## src/rtl/psfp_pkg.sv

```systemverilog
// Shared types and constants for the particle sensor frame parser.
// No dependencies; compiled first.
`default_nettype none

package psfp_pkg;

  localparam int unsigned PosW   = 5;
  localparam int unsigned ByteW  = 8;
  localparam int unsigned WordW  = 16;
  localparam int unsigned QDepth = 2;
  localparam int unsigned QPtrW  = $clog2(QDepth);
  localparam int unsigned QCntW  = $clog2(QDepth + 1);

  localparam logic [ByteW-1:0] HdrFirst     = 8'h43;
  localparam logic [ByteW-1:0] HdrSecond    = 8'h4D;
  localparam logic [PosW-1:0]  HdrFirstPos  = 5'd0;
  localparam logic [PosW-1:0]  HdrSecondPos = 5'd1;
  localparam logic [PosW-1:0]  PmHighPos    = 5'd6;
  localparam logic [PosW-1:0]  PmLowPos     = 5'd7;
  localparam logic [PosW-1:0]  SumSkipPos   = 5'd29;
  localparam logic [PosW-1:0]  CheckHighPos = 5'd30;
  localparam logic [PosW-1:0]  FrameLastPos = 5'd31;

  // What the back end does with one byte
  typedef enum logic [2:0] {
    OpFirst,   // header byte 0: restart sum and captures
    OpSum,     // add to sum only
    OpPmHigh,  // add to sum, capture PM2.5 high byte
    OpPmLow,   // add to sum, capture PM2.5 low byte
    OpSkip,    // byte 29: not summed
    OpChkHigh, // byte 30: checksum high byte
    OpLast     // byte 31: compare and emit result
  } op_e;

  typedef struct packed {
    op_e              op;
    logic [ByteW-1:0] data;
  } entry_t;

  typedef struct packed {
    logic   push;
    entry_t entry;
  } push_t;

endpackage

`default_nettype wire

```

## src/rtl/psfp_in_if.sv

```systemverilog
// Input channel: one received serial byte per item.
// Depends on psfp_pkg.
`default_nettype none

interface psfp_in_if;
  logic                      valid;
  logic                      ready;
  logic [psfp_pkg::ByteW-1:0] rx_byte;

  modport source(output valid, output rx_byte, input ready);
  modport sink(input valid, input rx_byte, output ready);
endinterface

`default_nettype wire

```

## src/rtl/psfp_out_if.sv

```systemverilog
// Result channel: frame status and PM2.5 value.
// Depends on psfp_pkg.
`default_nettype none

interface psfp_out_if;
  logic                      valid;
  logic                      ready;
  logic                      status;
  logic [psfp_pkg::WordW-1:0] pm25_value;

  modport source(output valid, output status, output pm25_value, input ready);
  modport sink(input valid, input status, input pm25_value, output ready);
endinterface

`default_nettype wire

```

## src/rtl/psfp_front.sv

```systemverilog
// Front end: tracks frame position, checks the header, classifies bytes.
// Depends on psfp_pkg.
`default_nettype none

module psfp_front (
  input  wire logic                       clk_i,
  input  wire logic                       rst_ni,
  input  wire logic                       accept_i,
  input  wire logic [psfp_pkg::ByteW-1:0] rx_byte_i,
  output psfp_pkg::push_t                 push_o
);

  logic [psfp_pkg::PosW-1:0] pos_q, pos_d;

  always_ff @(posedge clk_i or negedge rst_ni) begin
    if (!rst_ni) begin
      pos_q <= '0;
    end else begin
      pos_q <= pos_d;
    end
  end

  always_comb begin
    pos_d = pos_q;
    if (accept_i) begin
      if (pos_q == psfp_pkg::HdrFirstPos && rx_byte_i != psfp_pkg::HdrFirst) begin
        pos_d = '0;
      end else if (pos_q == psfp_pkg::HdrSecondPos && rx_byte_i != psfp_pkg::HdrSecond) begin
        pos_d = '0;
      end else begin
        pos_d = pos_q + 1'b1;
      end
    end
  end

  always_comb begin
    push_o.push       = accept_i;
    push_o.entry.data = rx_byte_i;
    push_o.entry.op   = psfp_pkg::OpSum;
    unique case (pos_q)
      psfp_pkg::HdrFirstPos: begin
        push_o.entry.op = psfp_pkg::OpFirst;
        if (rx_byte_i != psfp_pkg::HdrFirst) push_o.push = 1'b0;
      end
      psfp_pkg::HdrSecondPos: begin
        if (rx_byte_i != psfp_pkg::HdrSecond) push_o.push = 1'b0;
      end
      psfp_pkg::PmHighPos:    push_o.entry.op = psfp_pkg::OpPmHigh;
      psfp_pkg::PmLowPos:     push_o.entry.op = psfp_pkg::OpPmLow;
      psfp_pkg::SumSkipPos:   push_o.entry.op = psfp_pkg::OpSkip;
      psfp_pkg::CheckHighPos: push_o.entry.op = psfp_pkg::OpChkHigh;
      psfp_pkg::FrameLastPos: push_o.entry.op = psfp_pkg::OpLast;
      default:                push_o.entry.op = psfp_pkg::OpSum;
    endcase
  end

endmodule

`default_nettype wire

```

## src/rtl/psfp_queue.sv

```systemverilog
// Short register queue between front and back end.
// Depends on psfp_pkg.
`default_nettype none

module psfp_queue (
  input  wire logic       clk_i,
  input  wire logic       rst_ni,
  input  psfp_pkg::push_t push_i,
  output logic            ready_o,
  input  wire logic       pop_i,
  output logic            valid_o,
  output psfp_pkg::entry_t data_o
);

  psfp_pkg::entry_t                   mem_q [psfp_pkg::QDepth];
  logic [psfp_pkg::QPtrW-1:0]         wr_ptr_q, wr_ptr_d;
  logic [psfp_pkg::QPtrW-1:0]         rd_ptr_q, rd_ptr_d;
  logic [psfp_pkg::QCntW-1:0]         cnt_q, cnt_d;
  logic                               do_push, do_pop;

  assign ready_o = (cnt_q != psfp_pkg::QCntW'(psfp_pkg::QDepth));
  assign valid_o = (cnt_q != '0);
  assign data_o  = mem_q[rd_ptr_q];
  assign do_push = push_i.push && ready_o;
  assign do_pop  = pop_i && valid_o;

  always_comb begin
    wr_ptr_d = wr_ptr_q;
    rd_ptr_d = rd_ptr_q;
    cnt_d    = cnt_q;
    if (do_push) begin
      wr_ptr_d = (wr_ptr_q == psfp_pkg::QPtrW'(psfp_pkg::QDepth - 1)) ? '0 : wr_ptr_q + 1'b1;
    end
    if (do_pop) begin
      rd_ptr_d = (rd_ptr_q == psfp_pkg::QPtrW'(psfp_pkg::QDepth - 1)) ? '0 : rd_ptr_q + 1'b1;
    end
    if (do_push && !do_pop) begin
      cnt_d = cnt_q + 1'b1;
    end else if (do_pop && !do_push) begin
      cnt_d = cnt_q - 1'b1;
    end
  end

  always_ff @(posedge clk_i or negedge rst_ni) begin
    if (!rst_ni) begin
      wr_ptr_q <= '0;
      rd_ptr_q <= '0;
      cnt_q    <= '0;
    end else begin
      wr_ptr_q <= wr_ptr_d;
      rd_ptr_q <= rd_ptr_d;
      cnt_q    <= cnt_d;
    end
  end

  always_ff @(posedge clk_i) begin
    if (do_push) begin
      mem_q[wr_ptr_q] <= push_i.entry;
    end
  end

endmodule

`default_nettype wire

```

## src/rtl/psfp_back.sv

```systemverilog
// Back end: running sum, PM2.5 capture, checksum compare, result register.
// Depends on psfp_pkg.
`default_nettype none

module psfp_back (
  input  wire logic                        clk_i,
  input  wire logic                        rst_ni,
  input  wire logic                        valid_i,
  input  psfp_pkg::entry_t                 entry_i,
  output logic                             pop_o,
  output logic                             res_valid_o,
  input  wire logic                        res_ready_i,
  output logic                             status_o,
  output logic [psfp_pkg::WordW-1:0]       pm25_value_o
);

  logic [psfp_pkg::WordW-1:0] sum_q, sum_d;
  logic [psfp_pkg::WordW-1:0] pm_q, pm_d;
  logic [psfp_pkg::ByteW-1:0] chk_q, chk_d;
  logic                       res_valid_q, res_valid_d;
  logic                       status_q, status_d;
  logic [psfp_pkg::WordW-1:0] res_pm_q, res_pm_d;
  logic                       slot_free;
  logic                       is_last;
  logic [psfp_pkg::WordW-1:0] byte_ext;
  logic                       match;

  assign slot_free = !res_valid_q || res_ready_i;
  assign is_last   = (entry_i.op == psfp_pkg::OpLast);
  assign pop_o     = valid_i && (!is_last || slot_free);
  assign byte_ext  = {{(psfp_pkg::WordW - psfp_pkg::ByteW){1'b0}}, entry_i.data};
  assign match     = ({chk_q, entry_i.data} == sum_q);

  always_comb begin
    sum_d       = sum_q;
    pm_d        = pm_q;
    chk_d       = chk_q;
    res_valid_d = res_valid_q && !res_ready_i;
    status_d    = status_q;
    res_pm_d    = res_pm_q;
    if (pop_o) begin
      unique case (entry_i.op)
        psfp_pkg::OpFirst: begin
          sum_d = byte_ext;
          pm_d  = '0;
          chk_d = '0;
        end
        psfp_pkg::OpSum:    sum_d = sum_q + byte_ext;
        psfp_pkg::OpPmHigh: begin
          sum_d = sum_q + byte_ext;
          pm_d  = {entry_i.data, pm_q[psfp_pkg::ByteW-1:0]};
        end
        psfp_pkg::OpPmLow: begin
          sum_d = sum_q + byte_ext;
          pm_d  = {pm_q[psfp_pkg::WordW-1:psfp_pkg::ByteW], entry_i.data};
        end
        psfp_pkg::OpSkip:    ;
        psfp_pkg::OpChkHigh: chk_d = entry_i.data;
        psfp_pkg::OpLast: begin
          res_valid_d = 1'b1;
          status_d    = !match;
          res_pm_d    = match ? pm_q : '0;
        end
        default: ;
      endcase
    end
  end

  always_ff @(posedge clk_i or negedge rst_ni) begin
    if (!rst_ni) begin
      sum_q       <= '0;
      pm_q        <= '0;
      chk_q       <= '0;
      res_valid_q <= 1'b0;
    end else begin
      sum_q       <= sum_d;
      pm_q        <= pm_d;
      chk_q       <= chk_d;
      res_valid_q <= res_valid_d;
    end
  end

  always_ff @(posedge clk_i) begin
    status_q <= status_d;
    res_pm_q <= res_pm_d;
  end

  assign res_valid_o  = res_valid_q;
  assign status_o     = status_q;
  assign pm25_value_o = res_pm_q;

endmodule

`default_nettype wire

```

## src/rtl/particle_sensor_frame_parser_core.sv

```systemverilog
// Top level of the particle sensor frame parser.
// Depends on psfp_pkg, psfp_in_if, psfp_out_if, psfp_front, psfp_queue, psfp_back.
//
// Usage:
//   rx_i carries one received serial byte per item (valid/ready). Bytes are
//   assembled into 32-byte frames starting 0x43 0x4D; a bad header byte is
//   dropped and the parser looks for byte 0 again.
//   res_o gives one item per complete frame: status 0 when the 16-bit sum of
//   bytes 0..28 equals bytes 30..31 (big-endian) with the PM2.5 value from
//   bytes 6..7, else status 1 with a zero value.
//   Throughput: one byte per cycle. The front end classifies a byte in the
//   cycle it is taken, a two-entry queue passes it to the back end, which
//   updates the sum and loads the result register.
//   Byte 31 passes through the queue into the back end, which sets the result valid.
//   Stall: while a result waits in the output register, non-final bytes
//   keep flowing; the next final byte waits in the queue, and rx_i.ready
//   drops once the queue is full.
//   Reset: asynchronous, active low; clears position, sum, captures, queue
//   and the result valid.
`default_nettype none

module particle_sensor_frame_parser_core (
  input  wire logic   clk_i,
  input  wire logic   rst_ni,
  psfp_in_if.sink     rx_i,
  psfp_out_if.source  res_o
);

  psfp_pkg::push_t  push;
  psfp_pkg::entry_t q_data;
  logic             q_ready, q_valid, q_pop;
  logic             accept;

  assign rx_i.ready = q_ready;
  assign accept     = rx_i.valid && q_ready;

  psfp_front u_front (
    .clk_i     (clk_i),
    .rst_ni    (rst_ni),
    .accept_i  (accept),
    .rx_byte_i (rx_i.rx_byte),
    .push_o    (push)
  );

  psfp_queue u_queue (
    .clk_i   (clk_i),
    .rst_ni  (rst_ni),
    .push_i  (push),
    .ready_o (q_ready),
    .pop_i   (q_pop),
    .valid_o (q_valid),
    .data_o  (q_data)
  );

  psfp_back u_back (
    .clk_i        (clk_i),
    .rst_ni       (rst_ni),
    .valid_i      (q_valid),
    .entry_i      (q_data),
    .pop_o        (q_pop),
    .res_valid_o  (res_o.valid),
    .res_ready_i  (res_o.ready),
    .status_o     (res_o.status),
    .pm25_value_o (res_o.pm25_value)
  );

endmodule

`default_nettype wire

```

## src/flat_wrapper.sv

```systemverilog
// flat-port wrapper written by rule: the top's interface ports become plain ports
module particle_sensor_frame_parser_core_flat 
  (clk_i, rst_ni, rx_i_valid, rx_i_rx_byte, rx_i_ready, res_o_valid, res_o_status, res_o_pm25_value, res_o_ready);
  psfp_in_if rx_i_i ();
  psfp_out_if res_o_i ();
  input  wire logic clk_i;
  input  wire logic rst_ni;
  input wire logic [$bits(rx_i_i.valid)-1:0] rx_i_valid;
  input wire logic [$bits(rx_i_i.rx_byte)-1:0] rx_i_rx_byte;
  output wire logic [$bits(rx_i_i.ready)-1:0] rx_i_ready;
  output wire logic [$bits(res_o_i.valid)-1:0] res_o_valid;
  output wire logic [$bits(res_o_i.status)-1:0] res_o_status;
  output wire logic [$bits(res_o_i.pm25_value)-1:0] res_o_pm25_value;
  input wire logic [$bits(res_o_i.ready)-1:0] res_o_ready;
  assign rx_i_i.valid = rx_i_valid;
  assign rx_i_i.rx_byte = rx_i_rx_byte;
  assign rx_i_ready = rx_i_i.ready;
  assign res_o_valid = res_o_i.valid;
  assign res_o_status = res_o_i.status;
  assign res_o_pm25_value = res_o_i.pm25_value;
  assign res_o_i.ready = res_o_ready;
  particle_sensor_frame_parser_core u_core (.clk_i(clk_i), .rst_ni(rst_ni), .rx_i(rx_i_i), .res_o(res_o_i));
endmodule
```

## config.mk

```make
export PLATFORM = sky130hd
export DESIGN_NAME = particle_sensor_frame_parser_core_flat
export DESIGN_NICKNAME = d
export VERILOG_FILES = /design/src/rtl/psfp_pkg.sv /design/src/rtl/psfp_in_if.sv /design/src/rtl/psfp_out_if.sv /design/src/rtl/psfp_front.sv /design/src/rtl/psfp_queue.sv /design/src/rtl/psfp_back.sv /design/src/rtl/particle_sensor_frame_parser_core.sv /design/src/flat_wrapper.sv
export SDC_FILE = /design/constraint.sdc
export NUM_CORES = 1
export LEC_CHECK = 0
export BUFFER_PORTS_ARGS = -buffer_cell sky130_fd_sc_hd__buf_4
export CAP_MARGIN = 15
export CORE_MARGIN = 8
export CORE_UTILIZATION = 30
export CTS_CLUSTER_SIZE = 24
export DETAILED_ROUTE_END_ITERATION = 10
export PLACE_DENSITY = 0.54
export SYNTH_ARGS = -nofsm -noshare
export SYNTH_HDL_FRONTEND = slang
export SYNTH_SLANG_ARGS = --single-unit
```

## constraint.sdc

```tcl
create_clock -name clk_i -period 4.1 [get_ports clk_i]
set_clock_uncertainty 0.1 [all_clocks]
set_input_delay 0.615 -clock clk_i [delete_from_list [all_inputs] [get_ports clk_i]]
set_output_delay 0.615 -clock clk_i [all_outputs]
set_load 0.02 [all_outputs]
```

==> qor.csv, run 1 <==
metric;value;unit
gate count of the mapped netlist;396;
DR vias;2988;
P_leak;2.12;nW
setup TNS;0;ps
die span in x;136;um
worst-path fanout max;14;
Core ar.;13900;um2
CTS tree;done;
H-tree Lvls;3;
number of synthesized flops with an enable pin;39;
uppermost layer routed;met4;
HPWL Detailed;6.80;mm
CTS Root Cell;clkbuf_16;
Least-Margin Pin Slew;1090;ps
Hold WC Path Type;in -> async;
worst path arrival time;3520;ps
share of cells above drive strength 1;14.9;%
cts bufs inserted;9;
synth warn;0;
CP max stage delay;710;ps
Ports;31;
fin crit period;3350;ps
clk_lat worst skew;340;ps
initial antenna violation count;0;
period utilization;81.7;%
row cnt;43;
most frequent cells in the layout;60 x nand2_1, 50 x dfrtp_1, 41 x buf_4, 39 x edfxtp_1, 34 x o21ai_0;
vias per cell;4.80;
ys flop type;dfrtp_1;
largest net degree at the start of global routing;51;
RePlAce Congestion;0.785;
# DRC;0;
vias in the first global route;2981;
#FFs+latches synth;89;
post-CTS sizing;0;
run status;finished, final reports clean;
wire per inst;14.8;um
Clock transition at path regs;70;ps
GR Overflow Total;0;
Cell Pwr Density;779;nW/um2
GRT Util Overall;10.7;%
Netlist cell types;57;
Post-layout nets;465;
max-cap violations;0;
Layout area overhead;17.8;%
met3 wire len;608;um
RSZ-0062 raised after global routing;false;
Final Max Tran Viols;0;
Synth Net Count;423;
CP cell instances;buf_4, mux2i_1, inv_1, ha_1, nand2_2, nor3_4, o21ai_2, a21bo_4, or4_1, nand3_1;
met2 WL;4.34;mm
slowest cell on the critical path;dfrtp_1;
Routed WL;9.23;mm
hold_buf cts;0;
fmax;0.298;GHz
FFs w/ async S/R, synth;56.2;%
# port buffers;30;
critical path class;reg -> reg;
CP startpoint kind;register;
# diodes;0;
Final ANT Viol Nets;0;
Initial DRC Count;213;
first-pass GRT wire length;15.3;mm
maximum VDD drop;0.000308;V
relative slew slack;25.2;%
Starting Density;30.9;%
Initial DRT Pass Iterations;4;
most common cell after layout, fill and taps aside;nand2_1;
Avg Cell Area, Syn;10.9;um2
met1 WL;4.11;mm
hold violation count in the final report;0;
Critical Path RT;4270;ps
post-synthesis instance area;4310;um2
setup bufs post-CTS;0;
crit end category;register;
Max clock buf depth;2;
Final setup viols;0;
Clock Sinks;89;
Pwr Total;3.95;mW
die height;136;um
post-synthesis sequential area ratio;56.3;%
full die area;18400;um2
-- state kept, by name (all words and copies together), names as in the netlist --
| name | count |
|---|---|
| u_core.u_queue.mem_q | 22 |
| u_core.u_back.pm25_value_o | 16 |
| u_core.u_back.pm_q | 16 |
| u_core.u_back.sum_q | 16 |
| u_core.u_back.chk_q | 8 |
| u_core.u_front.pos_q | 5 |
| u_core.u_queue.cnt_q | 2 |
| u_core.u_back.res_valid_o | 1 |
| u_core.u_back.status_o | 1 |
| u_core.u_queue.rd_ptr_q | 1 |
| u_core.u_queue.wr_ptr_q | 1 |
-- metal layers --
| layer | vias to the layer above | global-route usage (%) |
|---|---|---|
| li1 | 1482 | - |
| met1 | 1418 | 12.9 |
| met2 | 78 | 17.3 |
| met3 | 10 | 3.67 |
| met4 | 0 | 4.01 |
| met5 | - | 0 |
-- layout make-up --
type,count,area (um2)
repair buffers,41,308
clock buffers,11,233
fillers,1377,8860
multi-input cells,281,1790
inverters,16,60.1
clock inverters,5,40.0
flip-flops and latches,89,2420
well taps,180,225
-- worst max-delay path: cells and delay by family (launching register included) --
kind	cells	cell delay (ps)
AO/OA/AOI/OAI	2	340
buffers and inverters	2	390
multiplexers	1	460
adder cells (fa/ha/maj)	1	390
flip-flops	1	710
AND/OR/NAND/NOR	4	890
-- Yosys cell counts (2+ instances only) --
library cell,number,share of area [%]
nand2_1,60,5.2
dfrtp_1,50,29
edfxtp_1,39,27
o21ai_0,34,4.0
nor2_1,27,2.4
and2_1,18,2.6
a21oi_1,17,2.0
inv_1,16,1.4
xnor2_1,16,3.3
ha_1,14,4.1
mux2i_1,10,2.3
o31ai_1,9,1.6
nand3_1,6,0.70
xor2_1,6,1.2
and3_1,5,0.73
clkbuf_1,5,0.44
nand2b_1,5,0.73
buf_2,4,0.46
a21o_1,3,0.52
nand4_1,3,0.44
nor3_1,3,0.35
nor3b_1,3,0.52
o21bai_1,3,0.52
a21boi_0,2,0.35
a31oi_1,2,0.29
nor2b_1,2,0.29
nor4_1,2,0.29
or3_1,2,0.29
or4_1,2,0.35
-- kinds of logic (layout without fill, tap and decap cells) --
| group | after synthesis | count (layout) | share of synthesized area, % |
|---|---|---|---|
| AND/OR/NAND/NOR | 145 | 145 | 16.6 |
| multiplexers | 10 | 10 | 2.32 |
| adder cells (fa/ha/maj) | 15 | 15 | 4.53 |
| AO/OA/AOI/OAI | 89 | 89 | 13.4 |
| XOR/XNOR | 22 | 22 | 4.48 |
| buffers and inverters | 26 | 73 | 2.38 |
| flip-flops | 89 | 89 | 56.3 |
-- per-stage QoR --
step	cell area (um2)	instances	utilization (%)	hold slack [ps]	setup slack, ps
2_1_floorplan	4310	396	-	219	1120
3_3_place_gp	4800	607	34.5	355	810
3_5_place_dp	4800	607	34.5	359	775
4_1_cts	5070	623	36.4	223	745
5_1_grt	5070	623	36.4	254	454
6_report	5070	623	36.4	200	749
-- path summary, 6_finish.rpt --
| path | start | end | slack (ps) | depth (start not counted) |
|---|---|---|---|---|
| max in group asynchronous | rst_ni | u_core.u_back.pm_q[8]$_DFFE_PN0P_ | 3250 | 1 |
| max reg2reg | u_core.u_queue.rd_ptr_q$_DFFE_PN0P_ | u_core.u_back.sum_q[13]$_DFFE_PN0P_ | 750 | 10 |
| min in group clk_i | u_core.u_back.pm_q[2]$_DFFE_PN0P_ | u_core.u_back.pm_q[2]$_DFFE_PN0P_ | 370 | 2 |
| min | rst_ni | u_core.u_back.sum_q[14]$_DFFE_PN0P_ | 200 | 1 |
| min reg2reg | u_core.u_back.pm_q[2]$_DFFE_PN0P_ | u_core.u_back.pm_q[2]$_DFFE_PN0P_ | 370 | 2 |
| max | u_core.u_queue.rd_ptr_q$_DFFE_PN0P_ | u_core.u_back.sum_q[13]$_DFFE_PN0P_ | 750 | 10 |
-- power breakdown --
group | internal (mW) | total (mW) | switching (mW)
clock | 0.414 | 0.758 | 0.344
combinational | 0.665 | 1.69 | 1.03
sequential | 1.26 | 1.51 | 0.243
Power figures use the tool's default switching activity.
==> inputs of run 2 (changes only) <==
Settings changed: ABC_AREA set to 1.
Clock period 4.1 ns to 3.2 ns, I/O delays scaled along.
==> run 2 against run 1 <==
Effect of this change: clock power grew 35%; hold slack lost 130 ps; synthesized cell count grew 29%; power grew 38%; utilization shrank 1.1 points; clock-buffer cell count shrank 2; final cell count grew 19%; via count grew 16%.
==> qor.csv, run 2 <==
metric;value;unit
largest net degree at the start of global routing;51;
GRT Max-Usage Layer;met2;
Least-Margin Pin Slew;722;ps
hold_buf cts;0;
largest cells by area after synthesis;dfrtp_1 27%, edfxtp_1 25%, nand2_1 8.7%;
fin crit period;2870;ps
post-synthesis instance area;4630;um2
# diodes;0;
Final Max Tran Viols;0;
initial antenna violation count;0;
share of cells above drive strength 1;14.6;%
cts bufs inserted;9;
hold violation count in the final report;0;
Layout area overhead;15.4;%
gate count of the mapped netlist;512;
FFs w/ async S/R, synth;56.2;%
worst-path fanout max;13;
GR Overflow Total;0;
CP cell instances;inv_2, or2_2, o21ai_0, inv_1, ha_1, nand2_1, inv_1, a21boi_0, or2_2, nand2_1, nand3_1, nand2_1, nor2_1;
most used cell, CP;nand2_1;
CTS Root Cell;clkbuf_16;
Cell Pwr Density;1020;nW/um2
Core ar.;15100;um2
DR vias;3463;
run status;finished, final reports clean;
CP startpoint kind;register;
most frequent cells in the layout;108 x nand2_1, 68 x inv_1, 50 x dfrtp_1, 47 x nand3_1, 45 x nor2_1;
Clock transition at path regs;70;ps
flip-flop count of the largest register after layout;22;
die height;140;um
period utilization;89.8;%
first-pass GRT wire length;17.6;mm
WP buf/inv;3;
fill cell count;1514;
Final ANT Viol Nets;0;
Ports;31;
GRT Util Overall;11.2;%
Critical Path RT;3340;ps
# port buffers;30;
CP top delay family;simple AND/OR/NAND/NOR gates;
FF-to-FF path depth;13;
die span in x;140;um
post-CTS sizing;0;
Final setup viols;0;
full die area;19700;um2
crit end category;register;
clk_lat worst skew;350;ps
number of synthesized flops with an enable pin;39;
Synth Net Count;539;
WP depth;13;
Hold WC Path Type;in -> async;
setup TNS;0;ps
wire per inst;14.1;um
H-tree Lvls;3;
dominant cell by count in the synthesized netlist;nand2_1;
#FFs+latches synth;89;
Starting Density;30.6;%
top post-synthesis cells by count;108 x nand2_1, 68 x inv_1, 50 x dfrtp_1;
most flop-heavy register;u_core.u_queue.mem_q;
Max clock buf depth;2;
setup bufs post-CTS;0;
relative slew slack;51.9;%
slowest cell on the critical path;dfrtp_1;
worst path arrival time;3020;ps
RePlAce Congestion;0.892;
Routed WL;10.5;mm
Post-layout nets;576;
# DRC;0;
ys flop type;dfrtp_1;
max-cap violations;0;
vias per cell;4.67;
CP max stage delay;520;ps
Placed Cells;726;
Initial DRT Pass Iterations;4;
row cnt;45;
critical path launch point;u_core.u_queue.rd_ptr_q$_DFFE_PN0P_;
Initial DRC Count;196;
top cell type by total area after synthesis;dfrtp_1;
Worst R2R Start;u_core.u_queue.rd_ptr_q$_DFFE_PN0P_;
post-synthesis sequential area ratio;52.3;%
CTS tree;done;
fmax;0.348;GHz
critical path class;reg -> reg;
HPWL Detailed;7.71;mm
GR Util met2;18.4;%
post-layout util;35.3;%
RSZ-0062 raised after global routing;false;
Non-Filler Instances;742;
met1 usage;14.1;%
synth warn;0;
met3 Use GR;3.02;%
Clock Sinks;89;
Avg Cell Area, Syn;9.05;um2
Netlist cell types;41;
P_leak;2.40;nW
maximum VDD drop;0.000426;V
most common cell after layout, fill and taps aside;nand2_1;
share of the synthesized area in the top cell type;27.0;%
vias in the first global route;3498;
run 2: layout make-up:
class	instances	area [um2]	share of cell area, %
repair buffers	38	285	5.33
flip-flops and latches	89	2420	45.3
well taps	188	235	4.40
multi-input cells	339	1840	34.5
clock buffers	9	225	4.21
inverters	72	278	5.19
clock inverters	7	60.1	1.12
run 2: cells by family (layout without fill, tap and decap cells):
logic type	Yosys count	after routing	share of synthesized area, %
xor gates and xnor gates	16	16	3.02
buffers and inverters	84	126	7.94
and+or+nand+nor	240	240	23.9
adders and majority gates	15	15	4.21
AOI/OAI and AO/OA	68	68	8.67
DFF	89	89	52.3
run 2: worst paths after layout:
kind                                                              to  slack [ps]
max in group asynchronous          u_core.u_back.pm_q[1]$_DFFE_PN0P_        2480
min in group clk_i              u_core.u_queue.mem_q[0][6]$_DFFE_PP_         230
worst max register to register   u_core.u_back.sum_q[13]$_DFFE_PN0P_         330
worst max-delay path             u_core.u_back.sum_q[13]$_DFFE_PN0P_         330
worst min register to register   u_core.u_queue.cnt_q[0]$_DFFE_PN0P_         370
worst min-delay path              u_core.u_back.sum_q[7]$_DFFE_PN0P_          70
run 2: routing by layer:
| metal | routed length [um] | part of all wire [%] | vias to the layer above |
|---|---|---|---|
| li1 | - | - | 1768 |
| met1 | 4890 | 47 | 1628 |
| met2 | 5070 | 48 | 59 |
| met3 | 430 | 4.1 | 8 |
| met4 | 79 | 0.75 | 0 |
| met5 | 0 | 0 | - |
run 2: worst register-to-register path, stage by stage (launching register included):
cell and delay (ps):
dfrtp_1 520, inv_2 180, or2_2 300, o21ai_0 180, inv_1 200, ha_1 430
nand2_1 100, inv_1 90, a21boi_0 120, or2_2 290, nand2_1 70, nand3_1 70
nand2_1 80, nor2_1 50
run 2: where the power goes:
group,switching (mW),internal (mW)
Combinational,1.72,0.898
Clock,0.481,0.540
Sequential,0.232,1.58
Total,2.44,3.02
run 2: stage by stage:
stage / hold WS, ps / setup slack, ps / instance area, um2 / power [mW]
3_3_place_gp: 362 / 360 / 5060 / 4.42
5_1_grt: 133 / 56.7 / 5350 / 5.95
6_report: 73.9 / 327 / 5350 / 5.46
2_1_floorplan: 84.4 / 740 / 4630 / 3.81
3_5_place_dp: 363 / 344 / 5060 / 4.45
4_1_cts: 108 / 326 / 5350 / 5.50
